<file path="src/rtl/mdit_pkg.sv">
package mdit_pkg;

  localparam int OFFSET_BITS = 16;
  localparam logic [OFFSET_BITS-1:0] POS_MAX = {OFFSET_BITS{1'b1}};

  localparam int MAX_RESULTS = 3;
  localparam int FIFO_DEPTH  = 4;
  localparam int PTR_W       = $clog2(FIFO_DEPTH);
  localparam int CNT_W       = $clog2(FIFO_DEPTH + 1);

  localparam logic [7:0] CH_NUL   = 8'h00;
  localparam logic [7:0] CH_NL    = 8'h0a;
  localparam logic [7:0] CH_SPACE = 8'h20;
  localparam logic [7:0] CH_HASH  = 8'h23;
  localparam logic [7:0] CH_STAR  = 8'h2a;
  localparam logic [7:0] CH_GT    = 8'h3e;
  localparam logic [7:0] CH_UNDER = 8'h5f;
  localparam logic [7:0] CH_BTICK = 8'h60;

  localparam logic [3:0] KIND_BREAK  = 4'd0;
  localparam logic [3:0] KIND_BOLD   = 4'd5;
  localparam logic [3:0] KIND_ITALIC = 4'd6;
  localparam logic [3:0] KIND_CODE   = 4'd7;
  localparam logic [3:0] KIND_QUOTE  = 4'd8;
  localparam logic [3:0] KIND_PARA   = 4'd9;

  localparam logic [2:0] HASH_LEVEL_MAX = 3'd4;

  typedef enum logic [6:0] {
    M_START  = 7'b0000001,
    M_HASH   = 7'b0000010,
    M_HEAD   = 7'b0000100,
    M_EMPH   = 7'b0001000,
    M_QUOTE  = 7'b0010000,
    M_PARA   = 7'b0100000,
    M_IGNORE = 7'b1000000
  } scan_mode_t;

  typedef struct packed {
    logic [7:0] text_byte;
    logic       final_byte;
  } in_item_t;

  typedef struct packed {
    logic [3:0]             token_kind;
    logic [OFFSET_BITS-1:0] token_start;
    logic [OFFSET_BITS-1:0] token_length;
    logic                   run_end;
    logic                   offset_saturated;
  } out_item_t;

  function automatic logic stops_text(input logic [7:0] c);
    logic res;
    res = c inside {CH_NL, CH_HASH, CH_STAR, CH_UNDER, CH_BTICK};
    return res;
  endfunction

  function automatic logic [OFFSET_BITS-1:0] span_len(input logic [OFFSET_BITS-1:0] s,
                                                      input logic [OFFSET_BITS-1:0] e);
    logic [OFFSET_BITS-1:0] res;
    res = (e >= s) ? (e - s) : '0;
    return res;
  endfunction

endpackage

</file>
<file path="src/rtl/markdown_inline_tokenizer.sv">
// The tokens of an accepted byte are registered into the token queue; out_data shows its head.
// Throughput: one byte per cycle while each byte yields at most one token and out_stall is low;
//   a byte that yields two or three tokens can stall the input, as out_data carries one token.
// A four-entry token queue takes new bytes while it holds at most one token.
// Reset (synchronous, rst_n low) returns the scanner to token start at offset 0 and
//   empties the token queue.
module markdown_inline_tokenizer (
  input  logic                clk,
  input  logic                rst_n,
  input  logic                in_valid,
  output logic                in_stall,
  input  mdit_pkg::in_item_t  in_data,
  output logic                out_valid,
  input  logic                out_stall,
  output mdit_pkg::out_item_t out_data
);
  import mdit_pkg::*;

  scan_mode_t             mode_r, mode_nxt;
  logic [OFFSET_BITS-1:0] pos_r, pos_nxt;
  logic [OFFSET_BITS-1:0] ots_r, ots_nxt;
  logic [2:0]             hc_r, hc_nxt;
  logic                   emph_r, emph_nxt;
  logic                   ovf_r, ovf_nxt;

  out_item_t              mem_r [FIFO_DEPTH];
  logic [PTR_W-1:0]       rd_ptr_r, rd_ptr_nxt;
  logic [PTR_W-1:0]       wr_ptr_r, wr_ptr_nxt;
  logic [CNT_W-1:0]       cnt_r, cnt_nxt;

  logic                   in_acc, pop;
  logic [7:0]             c;
  logic                   last, c_zero, pos_max;
  logic [OFFSET_BITS-1:0] pos_inc;
  logic                   proc_en, fl_en, do_disp, nx_used, ovf_step;

  scan_mode_t             mid_mode, fl_mode;
  logic [OFFSET_BITS-1:0] mid_ots, fl_ots, fl_end;
  logic [2:0]             mid_hc, fl_hc;
  logic                   mid_emph;

  out_item_t              cand [MAX_RESULTS];
  logic [MAX_RESULTS-1:0] cand_v;
  logic [1:0]             push_n;
  logic [PTR_W-1:0]       off_b, off_c;

  assign c        = in_data.text_byte;
  assign last     = in_data.final_byte;
  assign c_zero   = (c == CH_NUL);
  assign pos_max  = (pos_r == POS_MAX);
  assign pos_inc  = pos_max ? pos_r : pos_r + 1'b1;

  assign in_stall  = (cnt_r > CNT_W'(FIFO_DEPTH - MAX_RESULTS));
  assign in_acc    = in_valid && !in_stall;
  assign out_valid = (cnt_r != '0);
  assign out_data  = mem_r[rd_ptr_r];
  assign pop       = out_valid && !out_stall;

  assign proc_en = (mode_r != M_IGNORE) && !c_zero;
  assign fl_en   = (mode_r != M_IGNORE) && (c_zero || last);

  always_comb begin
    mid_mode = mode_r;
    mid_ots  = ots_r;
    mid_hc   = hc_r;
    mid_emph = emph_r;
    do_disp  = 1'b0;
    nx_used  = 1'b0;
    for (int i = 0; i < MAX_RESULTS; i++) begin
      cand[i] = '{token_kind: KIND_BREAK, token_start: pos_r, token_length: '0,
                  run_end: 1'b0, offset_saturated: 1'b0};
    end
    cand_v = '0;

    if (proc_en) begin
      case (mode_r)
        M_HASH: begin
          if (c == CH_HASH) begin
            if (hc_r < HASH_LEVEL_MAX) mid_hc = hc_r + 3'd1;
          end else if (c == CH_SPACE) begin
            mid_ots  = pos_inc;
            mid_mode = M_HEAD;
            nx_used  = 1'b1;
          end else begin
            mid_ots  = pos_r;
            mid_mode = M_HEAD;
            if (stops_text(c)) begin
              cand_v[0]             = 1'b1;
              cand[0].token_kind    = {1'b0, hc_r};
              cand[0].token_start   = pos_r;
              do_disp               = 1'b1;
            end
          end
        end
        M_HEAD: begin
          if (stops_text(c)) begin
            cand_v[0]             = 1'b1;
            cand[0].token_kind    = {1'b0, hc_r};
            cand[0].token_start   = ots_r;
            cand[0].token_length  = span_len(ots_r, pos_r);
            do_disp               = 1'b1;
          end
        end
        M_EMPH: begin
          cand_v[0]           = 1'b1;
          cand[0].token_start = ots_r;
          if (c == (emph_r ? CH_UNDER : CH_STAR)) begin
            cand[0].token_kind   = KIND_BOLD;
            cand[0].token_length = OFFSET_BITS'(2);
            mid_mode             = M_START;
          end else begin
            cand[0].token_kind   = KIND_ITALIC;
            cand[0].token_length = OFFSET_BITS'(1);
            do_disp              = 1'b1;
          end
        end
        M_QUOTE: begin
          if (c == CH_NL) begin
            cand_v[0]            = 1'b1;
            cand[0].token_kind   = KIND_QUOTE;
            cand[0].token_start  = ots_r;
            cand[0].token_length = span_len(ots_r, pos_r);
            do_disp              = 1'b1;
          end
        end
        M_PARA: begin
          if (stops_text(c)) begin
            cand_v[0]            = 1'b1;
            cand[0].token_kind   = KIND_PARA;
            cand[0].token_start  = ots_r;
            cand[0].token_length = span_len(ots_r, pos_r);
            do_disp              = 1'b1;
          end
        end
        default: do_disp = 1'b1;
      endcase
    end

    if (do_disp) begin
      mid_mode             = M_START;
      cand[1].token_start  = pos_r;
      cand[1].token_length = OFFSET_BITS'(1);
      if (c == CH_NL) begin
        cand_v[1]          = 1'b1;
        cand[1].token_kind = KIND_BREAK;
      end else if (c == CH_BTICK) begin
        cand_v[1]          = 1'b1;
        cand[1].token_kind = KIND_CODE;
      end else if (c == CH_HASH) begin
        mid_mode = M_HASH;
        mid_hc   = 3'd1;
      end else if (c == CH_STAR || c == CH_UNDER) begin
        mid_mode = M_EMPH;
        mid_emph = (c == CH_UNDER);
        mid_ots  = pos_r;
      end else if (c == CH_GT) begin
        mid_mode = M_QUOTE;
        mid_ots  = pos_inc;
        nx_used  = 1'b1;
      end else begin
        mid_mode = M_PARA;
        mid_ots  = pos_r;
      end
    end

    fl_mode = c_zero ? mode_r : mid_mode;
    fl_ots  = c_zero ? ots_r  : mid_ots;
    fl_hc   = c_zero ? hc_r   : mid_hc;
    fl_end  = c_zero ? pos_r  : pos_inc;
    if (fl_en && !c_zero) nx_used = 1'b1;

    if (fl_en) begin
      case (fl_mode)
        M_HASH: begin
          cand_v[2]             = 1'b1;
          cand[2].token_kind    = {1'b0, fl_hc};
          cand[2].token_start   = fl_end;
        end
        M_HEAD: begin
          cand_v[2]             = 1'b1;
          cand[2].token_kind    = {1'b0, fl_hc};
          cand[2].token_start   = fl_ots;
          cand[2].token_length  = span_len(fl_ots, fl_end);
        end
        M_QUOTE: begin
          cand_v[2]             = 1'b1;
          cand[2].token_kind    = KIND_QUOTE;
          cand[2].token_start   = fl_ots;
          cand[2].token_length  = span_len(fl_ots, fl_end);
        end
        M_PARA: begin
          cand_v[2]             = 1'b1;
          cand[2].token_kind    = KIND_PARA;
          cand[2].token_start   = fl_ots;
          cand[2].token_length  = span_len(fl_ots, fl_end);
        end
        M_EMPH: begin
          cand_v[2]             = 1'b1;
          cand[2].token_kind    = KIND_ITALIC;
          cand[2].token_start   = fl_ots;
          cand[2].token_length  = OFFSET_BITS'(1);
        end
        default: ;
      endcase
    end

    ovf_step = ovf_r || (pos_max && nx_used);
    cand[0].run_end = !cand_v[1] && !cand_v[2];
    cand[1].run_end = !cand_v[2];
    cand[2].run_end = 1'b1;
    for (int i = 0; i < MAX_RESULTS; i++) begin
      cand[i].offset_saturated = ovf_step;
    end
  end

  always_comb begin
    mode_nxt = mode_r;
    pos_nxt  = pos_r;
    ots_nxt  = ots_r;
    hc_nxt   = hc_r;
    emph_nxt = emph_r;
    ovf_nxt  = ovf_r;
    if (in_acc) begin
      if (last) begin
        mode_nxt = M_START;
        pos_nxt  = '0;
        ots_nxt  = '0;
        hc_nxt   = '0;
        emph_nxt = 1'b0;
        ovf_nxt  = 1'b0;
      end else if (mode_r != M_IGNORE) begin
        mode_nxt = c_zero ? M_IGNORE : mid_mode;
        ots_nxt  = mid_ots;
        hc_nxt   = mid_hc;
        emph_nxt = mid_emph;
        pos_nxt  = pos_inc;
        ovf_nxt  = ovf_step || pos_max;
      end
    end
  end

  assign push_n = in_acc ? (2'(cand_v[0]) + 2'(cand_v[1]) + 2'(cand_v[2])) : 2'd0;
  assign off_b  = PTR_W'(cand_v[0]);
  assign off_c  = PTR_W'(cand_v[0]) + PTR_W'(cand_v[1]);

  assign wr_ptr_nxt = wr_ptr_r + PTR_W'(push_n);
  assign rd_ptr_nxt = rd_ptr_r + PTR_W'(pop);
  assign cnt_nxt    = cnt_r + CNT_W'(push_n) - CNT_W'(pop);

  always_ff @(posedge clk) begin
    if (in_acc) begin
      if (cand_v[0]) mem_r[wr_ptr_r]         <= cand[0];
      if (cand_v[1]) mem_r[wr_ptr_r + off_b] <= cand[1];
      if (cand_v[2]) mem_r[wr_ptr_r + off_c] <= cand[2];
    end
  end

  always_ff @(posedge clk) begin
    if (!rst_n) begin
      mode_r   <= M_START;
      pos_r    <= '0;
      ots_r    <= '0;
      hc_r     <= '0;
      emph_r   <= 1'b0;
      ovf_r    <= 1'b0;
      rd_ptr_r <= '0;
      wr_ptr_r <= '0;
      cnt_r    <= '0;
    end else begin
      mode_r   <= mode_nxt;
      pos_r    <= pos_nxt;
      ots_r    <= ots_nxt;
      hc_r     <= hc_nxt;
      emph_r   <= emph_nxt;
      ovf_r    <= ovf_nxt;
      rd_ptr_r <= rd_ptr_nxt;
      wr_ptr_r <= wr_ptr_nxt;
      cnt_r    <= cnt_nxt;
    end
  end

`ifndef SYNTHESIS
  a_cnt_bound: assert property (@(posedge clk) disable iff (!rst_n)
    cnt_r <= CNT_W'(FIFO_DEPTH))
    else $error("token queue count out of range");

  a_ignore_silent: assert property (@(posedge clk) disable iff (!rst_n)
    (in_acc && mode_r == M_IGNORE) |=> (cnt_r == $past(cnt_r) - CNT_W'($past(pop))))
    else $error("token emitted while ignoring input");

  a_final_clears: assert property (@(posedge clk) disable iff (!rst_n)
    (in_acc && last) |=> (pos_r == '0 && mode_r == M_START && !ovf_r))
    else $error("scanner not cleared after final byte");

  a_pos_advance: assert property (@(posedge clk) disable iff (!rst_n)
    (in_acc && !last && mode_r != M_IGNORE && !pos_max) |=>
      (pos_r == $past(pos_r) + 1'b1))
    else $error("byte offset did not advance");
`endif

endmodule
</file>
<file path="config.mk">
export PLATFORM = sky130hd
export DESIGN_NAME = markdown_inline_tokenizer
export DESIGN_NICKNAME = d
export VERILOG_FILES = /design/src/rtl/mdit_pkg.sv /design/src/rtl/markdown_inline_tokenizer.sv
export SDC_FILE = /design/constraint.sdc
export NUM_CORES = 1
export LEC_CHECK = 0
export BUFFER_PORTS_ARGS = -buffer_cell sky130_fd_sc_hd__buf_2
export CELL_PAD_IN_SITES_DETAIL_PLACEMENT = 1
export CELL_PAD_IN_SITES_GLOBAL_PLACEMENT = 1
export CORE_ASPECT_RATIO = 0.8
export CORE_MARGIN = 2
export CORE_UTILIZATION = 46
export DETAILED_ROUTE_END_ITERATION = 7
export PLACE_DENSITY = 0.88
export SYNTH_ARGS = -nofsm -noshare
export SYNTH_HDL_FRONTEND = slang
export SYNTH_SLANG_ARGS = --single-unit
</file>
<file path="constraint.sdc">
create_clock -name clk -period 7.81 [get_ports clk]
set_input_delay 1.562 -clock clk [delete_from_list [all_inputs] [get_ports clk]]
set_output_delay 1.562 -clock clk [all_outputs]
set_load 0.03 [all_outputs]
</file>
# Word-level counts from Yosys, hierarchy flattened
# Memories as Yosys holds them, arrays and structs flattened. A register that Yosys moved wholly into a read port is not among the register bits.
# Index checks and enable logic that the tools add are counted.
# totals
reg_bits	51
mem_bits_rw	152
inputBits	13
out_inout_bits	40
elab_cells	187
mem_count	1
# mem_list
memory	words	word_bits	read_ports	rd_clocked_by_memory_dff	wr	line_no	source
mem_r	4	38	1	1	2	markdown_inline_tokenizer.sv:26	out_item_t mem_r [FIFO_DEPTH];
# op_classes
n_addsub	12
n_lt_le_gt_ge	4
n_eq_ne	23
n_mux	110
n_reduce_logical	28
# op_table
operator	count
16-bit two-way mux	19
20-bit one-hot mux with 5 select lines	2
36-bit two-way mux	4
35-bit two-way mux	2
16-bit one-hot mux with 4 select lines	1
7-bit two-way mux	9
19-bit two-way mux	3
1-bit two-way mux	42
3-bit two-way mux	13
38-bit two-way mux	1
38-bit OR reduction	1
8-bit by 6-bit equality test with 1-bit output, second input constant	4
16-bit greater-or-equal comparator	2
16-bit one-hot mux with 2 select lines	1
16-bit subtractor	2
6-bit two-way mux	5
16-bit by 1-bit adder with 16-bit output, second input constant	1
16-bit equality test, second input constant	1
8-bit by 7-bit equality test with 1-bit output, second input constant	2
7-bit by 2-bit equality test with 1-bit output, second input constant	2
7-bit by 3-bit equality test with 1-bit output, second input constant	2
7-bit by 4-bit equality test with 1-bit output, second input constant	2
7-bit by 5-bit equality test with 1-bit output, second input constant	2
7-bit by 6-bit equality test with 1-bit output, second input constant	2
other kinds (27)	52

# Depth between registers and ports, before layout
# Gate-level depths: netlist of run 1.
# logic_depth
depth_word	18
ltp_mapped	24

# Worst setup path after synthesis of run 1
# OpenSTA, ideal clock, no wires.
# synth_path
kind	input -> register
from	in in_data[1] (netlist name)
to	mem mem_r[3][0] (netlist name), enable pin
arrival_time_ns	7.117
slack_ns	-0.037
path_stages	18
path_buffers	4
cell_sequence	or4_1 or3_1 and3b_4 a211o_1 buf_2 a21oi_1 a211oi_1 a211o_2 nand2_1 clkbuf_1 mux2_2 ha_1 xnor2_1 and4_1 o2111ai_1 buf_2 buf_2 o21ai_0
# synth_lines
element	line_no	source
start, declared	markdown_inline_tokenizer.sv:12	input mdit_pkg::in_item_t in_data,
end, declared	markdown_inline_tokenizer.sv:26	

==> impl_summary.md, run 1 <==
Status
The run finished with clean final reports.

Die
The die covers 31000 um^2. The floorplan row count is 56. The overall die width is 196 um. The die height is 158 um. The core region area is 29200 um^2. 53 I/O pins were placed.

The initial core utilization is 46.7%.

Yosys
The mean area per synthesized cell is 10.3 um^2. The share of the yosys chip area belonging to registers is 41.0%. The flip-flop cell with the highest count after synthesis is sky130_fd_sc_hd__edfxtp_1. Summing the areas of all xor and xnor instances in the mapped netlist gives 3.28% of the synthesized area. The number of distinct library cells after synthesis is 82.

The net count after synthesis is 1379. The synthesized instance count is 1321. The commonest cells after synthesis are 152 x sky130_fd_sc_hd__edfxtp_1, 114 x sky130_fd_sc_hd__nand2_1, 107 x sky130_fd_sc_hd__mux2i_1. For this run, asynchronously set or reset flops after synthesis account for 0%.

For this run, the number of Yosys warnings is 0. In this run, synthesis produced a sequential element count of 203. The area of the mapped netlist is 13600 um^2.

Of all cell types, the one taking the most synthesized area is sky130_fd_sc_hd__edfxtp_1. Ranked by total cell area, the synthesized netlist is headed by sky130_fd_sc_hd__edfxtp_1 33%, sky130_fd_sc_hd__mux2i_1 7.9%, sky130_fd_sc_hd__dfxtp_1 7.5%. The synthesized design contains 152 enable-type register cells.

The post-synthesis mux area share is 18.4%. The synthesized netlist devotes 14.6% of its cell area to simple gates. The fraction of post-synthesis cell area in the top cell type by area is 33.5%. Summing the areas of all fa, ha and maj instances in the mapped netlist gives 4.35% of the synthesized area.

The area fraction in compound gates after synthesis is 14.2%. In the post-synthesis netlist, the cell with the most instances is sky130_fd_sc_hd__edfxtp_1. By area, the combinational part of the netlist is dominated by multiplexers.

Placed design
The number of placed instances, taps included, is 1694. Once detailed placement completed, the half-perimeter wirelength came to 32400 um. At the end of routability-driven placement, the weighted congestion stood at 0.950. The post-place instance area is 14300 um^2. The number of port buffers is 52.

The worst slack after detailed placement is 253 ps.

Worst setup path
The critical path launch point is in_data[1]. The number of buffers and inverters on the critical path is 3. The most numerous cell on the critical path is sky130_fd_sc_hd__a21oi_1. The kind of cell adding the most delay to the critical path is compound AO/OA/AOI/OAI gates. The largest fanout on the critical path is 15. The setup slack of the most critical reg-to-reg path is 1410 ps. The critical path endpoint is mem_r[0][5].

STA classifies the critical path startpoint as an input pin. The worst setup path is captured at a flip-flop. The maximum single-stage delay on the critical path is 550 ps. At the worst endpoint, the arrival time is 7510 ps.

Data on the critical path is required at its endpoint by 8090 ps. In this run the critical register-to-register path is launched from mode_r[3]. The destination of the worst register-to-register timing path is mem_r[0][5]. The instance count on the critical path is 22. The largest individual stage delay along the critical path comes from the cell sky130_fd_sc_hd__or4_1. Counting cells, the worst reg-to-reg path comes to 21. Walking the worst path, the cells encountered are buf_2 > or4_1 > or3_1 > and3b_4 > a211oi_4 > o31ai_1 > a211o_1 > a21oi_1 > ha_1 > inv_1 > fa_1 > a21o_1 > a21oi_1 > o21ai_0 > nand3b_1 > a31oi_1 > o21ai_0 > a21oi_1 > o211ai_1 > buf_4 > nor3_1 > mux2_1. The critical path is of the input pin to flip-flop type.

Layout
Measured on the finished design, the core utilization comes to 51.5%. 0 antenna diodes ended up in the layout. The finished cells cover 15100 um^2.

The area growth from synthesis to layout is 10.5%. Of the cells placed in the final design, the portion with a size suffix greater than 1 is 16.5%. In the final design database the tool counted 1400 nets. The finished layout holds 1735 standard cells, fillers aside.

The number of fillers in the final layout is 3221.

STA
At the pin with the least slew margin, the transition time is 1070 ps. The clock period minus final worst setup slack is 7230 ps. The period utilization is 92.5%. Summed over all failing endpoints, the final setup total negative slack is 0 ps. The number of hold violations in the final report is 0.

Setup repair after global routing left no endpoint under its margin. Across all setup checks in the final design, the least slack found is 585 ps. For the final database, setup skew stands at 22.5 ps. The remaining max-slew budget at the tightest pin is 28.4%.

Based on the critical path, the design can be clocked at up to 138 MHz. Setup violations remaining at the end of the flow were counted as 0. The number of max-slew violations in the final report is 0.

GRT
The remaining global-route overflow is 0. Entering global routing, the biggest net connects 40 pins. The global-route wire length before repair is 71200 um. The initial antenna violation count is 0. Global routing used 30.0% of the available tracks. The via count of the first global-routing pass came to 11700.

Clock tree
The number of buffers on the longest clock path is 3. Once the clock tree was built, the resizer swapped 0 gates to a different size. The number of setup buffers added after CTS is 0. TritonCTS built the clock tree. The buffer cell driving the clock tree root is sky130_fd_sc_hd__clkbuf_16. Buffers inserted during clock tree synthesis total 23. The H-tree level count is 1.

The number of buffers inserted by hold repair at cts is 0. The source-to-sink clock delay at the later pin of the worst-skew pair is 540 ps. Clock-pin slew was measured on the worst setup and hold paths at 60 ps. The clock net in this run drives a total of 203 sinks.

Routing
The DRC violation total after the first TritonRoute iteration is 1239. The first-pass iteration count of the detailed router is 5. The number of remaining DRC errors is 0. The routed layout has 11400 vias. Once detail routing completed, the nets flagged for antenna violations numbered 0.

The average detailed-routed wire length per instance is 26.9 um. The wire length reported by the detailed router is 46700 um. The per-cell via count in the routed design is 6.59.

Pwr
The share of total power consumed by net switching is 34.0%. The register share of total power is 38.0%. Of the total power, combinational logic draws 28.4%. The switching power of the nets is 1.10 mW. Summed over all cells, the static leakage comes to 5.74 nW.

The internal power of the cells totals 2.14 mW. Of the total power, the clock network draws 33.6%. The worst-case IR drop observed on VDD is 0.000130 V. The power per standard cell area is 215 nW/um^2.

Min path
The type of the tightest min-delay check is flip-flop to flip-flop.

Run
The number of violations of the max-capacitance limit is 0.
## metrics by stage
stage | hold slack [ps] | power, mW
finish | 504 | 3.24
global route | 528 | 3.33
CTS | 500 | 3.24
detailed placement | 481 | 2.16
global placement | 471 | 2.14
floorplan | 438 | 1.90
## layer usage
| metal | global-route usage (%) | vias up | share of wire [%] |
|---|---|---|---|
| li1 | - | 5042 | - |
| met1 | 40.4 | 5758 | 43 |
| met2 | 47.8 | 533 | 45 |
| met3 | 7.69 | 95 | 9.2 |
| met4 | 9.20 | 0 | 2.8 |
| met5 | 0 | - | 0 |
## cell usage in the layout (no fill, tap or decap), types with 15 or more instances in the layout
master                      instances
sky130_fd_sc_hd__nand2_1          114
sky130_fd_sc_hd__a22oi_1           16
sky130_fd_sc_hd__xor2_1            24
sky130_fd_sc_hd__inv_1             46
sky130_fd_sc_hd__edfxtp_1         152
sky130_fd_sc_hd__o21ai_0           64
sky130_fd_sc_hd__a21oi_1           63
sky130_fd_sc_hd__nand3_1           31
sky130_fd_sc_hd__buf_2             52
sky130_fd_sc_hd__o22ai_1           21
sky130_fd_sc_hd__nand4_1           18
sky130_fd_sc_hd__or3_1             15
sky130_fd_sc_hd__a22o_1            16
sky130_fd_sc_hd__dfxtp_1           49
sky130_fd_sc_hd__mux4_2            38
sky130_fd_sc_hd__nor2_1            92
sky130_fd_sc_hd__and2_1            23
sky130_fd_sc_hd__xnor2_1           27
sky130_fd_sc_hd__nor3_1            30
sky130_fd_sc_hd__mux2_2            41
sky130_fd_sc_hd__buf_4             31
sky130_fd_sc_hd__ha_1              41
sky130_fd_sc_hd__clkbuf_16         23
sky130_fd_sc_hd__mux2i_1          107
## power groups by stage
| stage | registers (mW) | clock network (mW) | logic, mW |
|---|---|---|---|
| CTS | 1.23 | 1.09 | 0.916 |
| global route | 1.23 | 1.13 | 0.975 |
| floorplan | 1.24 | 0 | 0.659 |
| global placement | 1.25 | 0 | 0.887 |
| detailed placement | 1.25 | 0 | 0.911 |
| finish | 1.23 | 1.09 | 0.919 |
## registers in the layout, indices dropped and copies added (netlist names)
signal    flops
cnt_r         3
emph_r        1
hc_r          3
mem_r       152
mode_r        7
ots_r        16
ovf_r         1
pos_r        16
rd_ptr_r      2
wr_ptr_r      2
## worst min-delay path, stage by stage, from the launching register on
cell and delay, ps:
sky130_fd_sc_hd__dfxtp_1 350, sky130_fd_sc_hd__a21oi_1 50, sky130_fd_sc_hd__nor2_1 70
## cells by family (layout without fill, tap and decap cells)
| kind of cell | count (synthesis) | count (layout) |
|---|---|---|
| fa+ha+maj | 45 | 45 |
| compound gates | 290 | 290 |
| buf+inv | 135 | 172 |
| xor+xnor | 51 | 51 |
| mux | 197 | 197 |
| flops | 203 | 203 |
| simple gates | 400 | 400 |
## how the worst min path moves through the flow
stage	start	endpoint	cells past startpoint
final	ovf_r	ovf_r	2
after global routing	ovf_r	ovf_r	2
after CTS	ovf_r	ovf_r	2
after detailed placement	ovf_r	ovf_r	2
after global placement	ovf_r	ovf_r	2
after floorplan	ovf_r	ovf_r	2
## layout make-up
| type | count | area [um^2] | share of cell area (%) |
|---|---|---|---|
| multi-input cells | 983 | 7560 | 50.2 |
| clock buffers | 27 | 591 | 3.92 |
| inverters | 46 | 173 | 1.15 |
| well taps | 377 | 472 | 3.13 |
| flip-flops and latches | 203 | 5590 | 37.1 |
| clock inverters | 14 | 140 | 0.930 |
| repair buffers | 85 | 533 | 3.54 |
(Power assumes the default switching activity.)
==> run 2: changes to the inputs <==
Settings changed: CORE_UTILIZATION 46 to 50, PLACE_DENSITY 0.88 to 0.91.
Clock period 7.81 ns to 6.9 ns, I/O delays scaled along.
==> impl_summary.md, run 2 (synthesis results as in run 1) <==
Die
The floorplan die area is 28600 um^2. The overall die width is 189 um. 53 I/O pins were placed. After floorplanning, the core was divided into 54 placement rows. The initial core utilization is 50.4%. The die height is 152 um. The core region area is 27000 um^2.

GRT
The overall routing resource usage is 33.2%. The via count of the first global-routing pass was 12000. The remaining global-route overflow is 0. The initial antenna violation count is 1. The global-route wire length before repair is 72600 um. Entering global routing, the biggest net connects 40 pins.

Routing
The final antenna-violating net count is 0. The first detailed-routing pass ran for 6 iterations. In the final routed layout, each cell accounts on average for 27.5 um. In the routed design, unresolved DRC markers number 0. The final layout contains routed wiring with a total length of 47900 um. Using the TritonRoute via totals, the vias-per-cell ratio works out to 6.79. The DRC violation total after the first TritonRoute iteration is 1301. For this block, the via count after detailed routing is 11800.

Worst setup path
The critical path required time is 7180 ps. The critical path is of the input pin to flip-flop type. The element type at the critical path end is a flip-flop. The most numerous cell on the critical path is sky130_fd_sc_hd__a21oi_1. The standard cell with the maximum stage delay on the critical path is sky130_fd_sc_hd__or4_1. Traced cell by cell, the critical path runs through buf_2 > or4_1 > or3_1 > and3b_4 > a211oi_4 > o31ai_1 > a211o_1 > a21oi_1 > ha_1 > inv_1 > fa_1 > a21o_1 > a21oi_1 > o21ai_0 > nand3b_1 > a31oi_1 > o21ai_0 > a21oi_1 > o211ai_1 > buf_4 > nor3_1 > mux2_1. The critical path starts at in_data[3].

The kind of start point of the critical path is an input pin. The startpoint identified for the worst register-to-register timing path is pos_r[1]. STA puts the critical path data arrival time at 6960 ps. The largest single stage delay on the critical path is 520 ps.

In this run the worst path has a maximum fanout of 14.

STA
For this run, the top clock speed supported by timing is 150 MHz. In the finished design, the share of the clock period the worst path needs comes to 96.9%. In this run the tightest slew margin relative to its limit is 25.1%.

For the finished layout, the period the worst path requires is 6690 ps. On the final layout, the worst hold slack is 513 ps. Between clock sinks in the finished design, the worst skew comes to 14.3 ps. For the pin with the worst max-slew slack, the measured transition is 1120 ps.

The smallest setup slack after layout is 213 ps. The count of final setup violators is 0. The number of max-slew violations in the final report is 0. The number of hold violations in the final report is 0. Setup repair after global routing left no endpoint under its margin.

Clock tree
The clock-pin transition on the worst setup and hold timing paths is 60 ps. Post-CTS repair changed the size of 0 cells. The number of setup buffers added after CTS is 0. The total clock sinks is 203. The longest clock path from root to sink contains 3 buffers.

The number of hold buffers added after CTS was 0. The source-to-sink clock delay at the later pin of the worst-skew pair is 540 ps. The buffer cell driving the clock tree root is sky130_fd_sc_hd__clkbuf_16. TritonCTS built the clock tree. The H-tree level count is 1. The CTS buffer count is 24.

Layout
The number of flip-flops under the largest register name is 152. The area added between synthesis and finish is 12.3%. The fraction of layout cells with a size suffix above 1 is 17.5%. The net count of the finished layout is 1419. Counting flops per register, the top entry is mem_r. In the final layout, the registers with the most flip-flops are mem_r: 152 flops, ots_r: 16 flops, pos_r: 16 flops. The most common cell after layout, fill and taps aside is sky130_fd_sc_hd__edfxtp_1. The library cells used most frequently in the layout, excluding fill and tap cells, are 152 x sky130_fd_sc_hd__edfxtp_1, 114 x sky130_fd_sc_hd__nand2_1, 107 x sky130_fd_sc_hd__mux2i_1.

At the end of the flow the core is filled with cells to 56.6%.

Pwr
The power per standard cell area is 246 nW/um^2. The post-route total power is 3.76 mW. The maximum VDD drop is 0.000171 V.

The leakage power is 5.88 nW.

Placed design
Prior to clock tree synthesis, the placed netlist has a worst setup slack of -139 ps. The weighted congestion reported at the end of routability-driven placement is 0.957. Summed over all nets, the half-perimeter wirelength after detailed placement is 33500 um. Port buffering added 52 buffers.

Run
The tool flagged a number of max-cap violations equal to 0.

Min path
The type of the tightest min-delay check is flip-flop to flip-flop. The worst hold path begins at emph_r.

Status
The run finished with clean final reports.
-- run 2: routing by layer --
layer / routed length, um / track usage [%] / vias to the layer above
met5: 0 / 0 / -
met4: 1300 / 9.65 / 0
met3: 4960 / 7.25 / 126
met2: 21700 / 53.3 / 679
met1: 19900 / 45.4 / 5939
li1: - / - / 5095
-- run 2: final timing paths --
path	slack, ps	cells past startpoint	end
setup reg to reg	540	20	mem_r[0][11]
hold reg to reg	510	2	emph_r
hold / removal	510	2	emph_r
setup / recovery	210	22	mem_r[0][11]
-- run 2: per-stage QoR --
stage	setup TNS, ps	instances	area, um^2
floorplan	0	1321	13600
finish	0	1744	15300
CTS	0	1743	15300
global route	0	1743	15300
detailed placement	-3260	1699	14500
global placement	0	1699	14500
-- run 2: layout make-up --
type,count,area (um^2)
well taps,364,455
flip-flops and latches,203,5590
clock inverters,12,146
repair buffers,103,743
inverters,46,173
clock buffers,32,641
diodes,1,2.50
multi-input cells,983,7550
fillers,2932,11700
-- run 2: report_power, final --
part | switching [mW] | total [mW] | internal [mW]
Combinational | 0.678 | 1.06 | 0.378
Clock | 0.540 | 1.31 | 0.765
Sequential | 0.0350 | 1.40 | 1.36
-- run 2: critical path: cells and delay by family --
| family | cells | cell delay, ps |
|---|---|---|
| buffers and inverters | 3 | 450 |
| and+or+nand+nor | 5 | 1490 |
| adders and majority gates | 2 | 730 |
| AOI/OAI and AO/OA | 11 | 2570 |
| muxes | 1 | 330 |
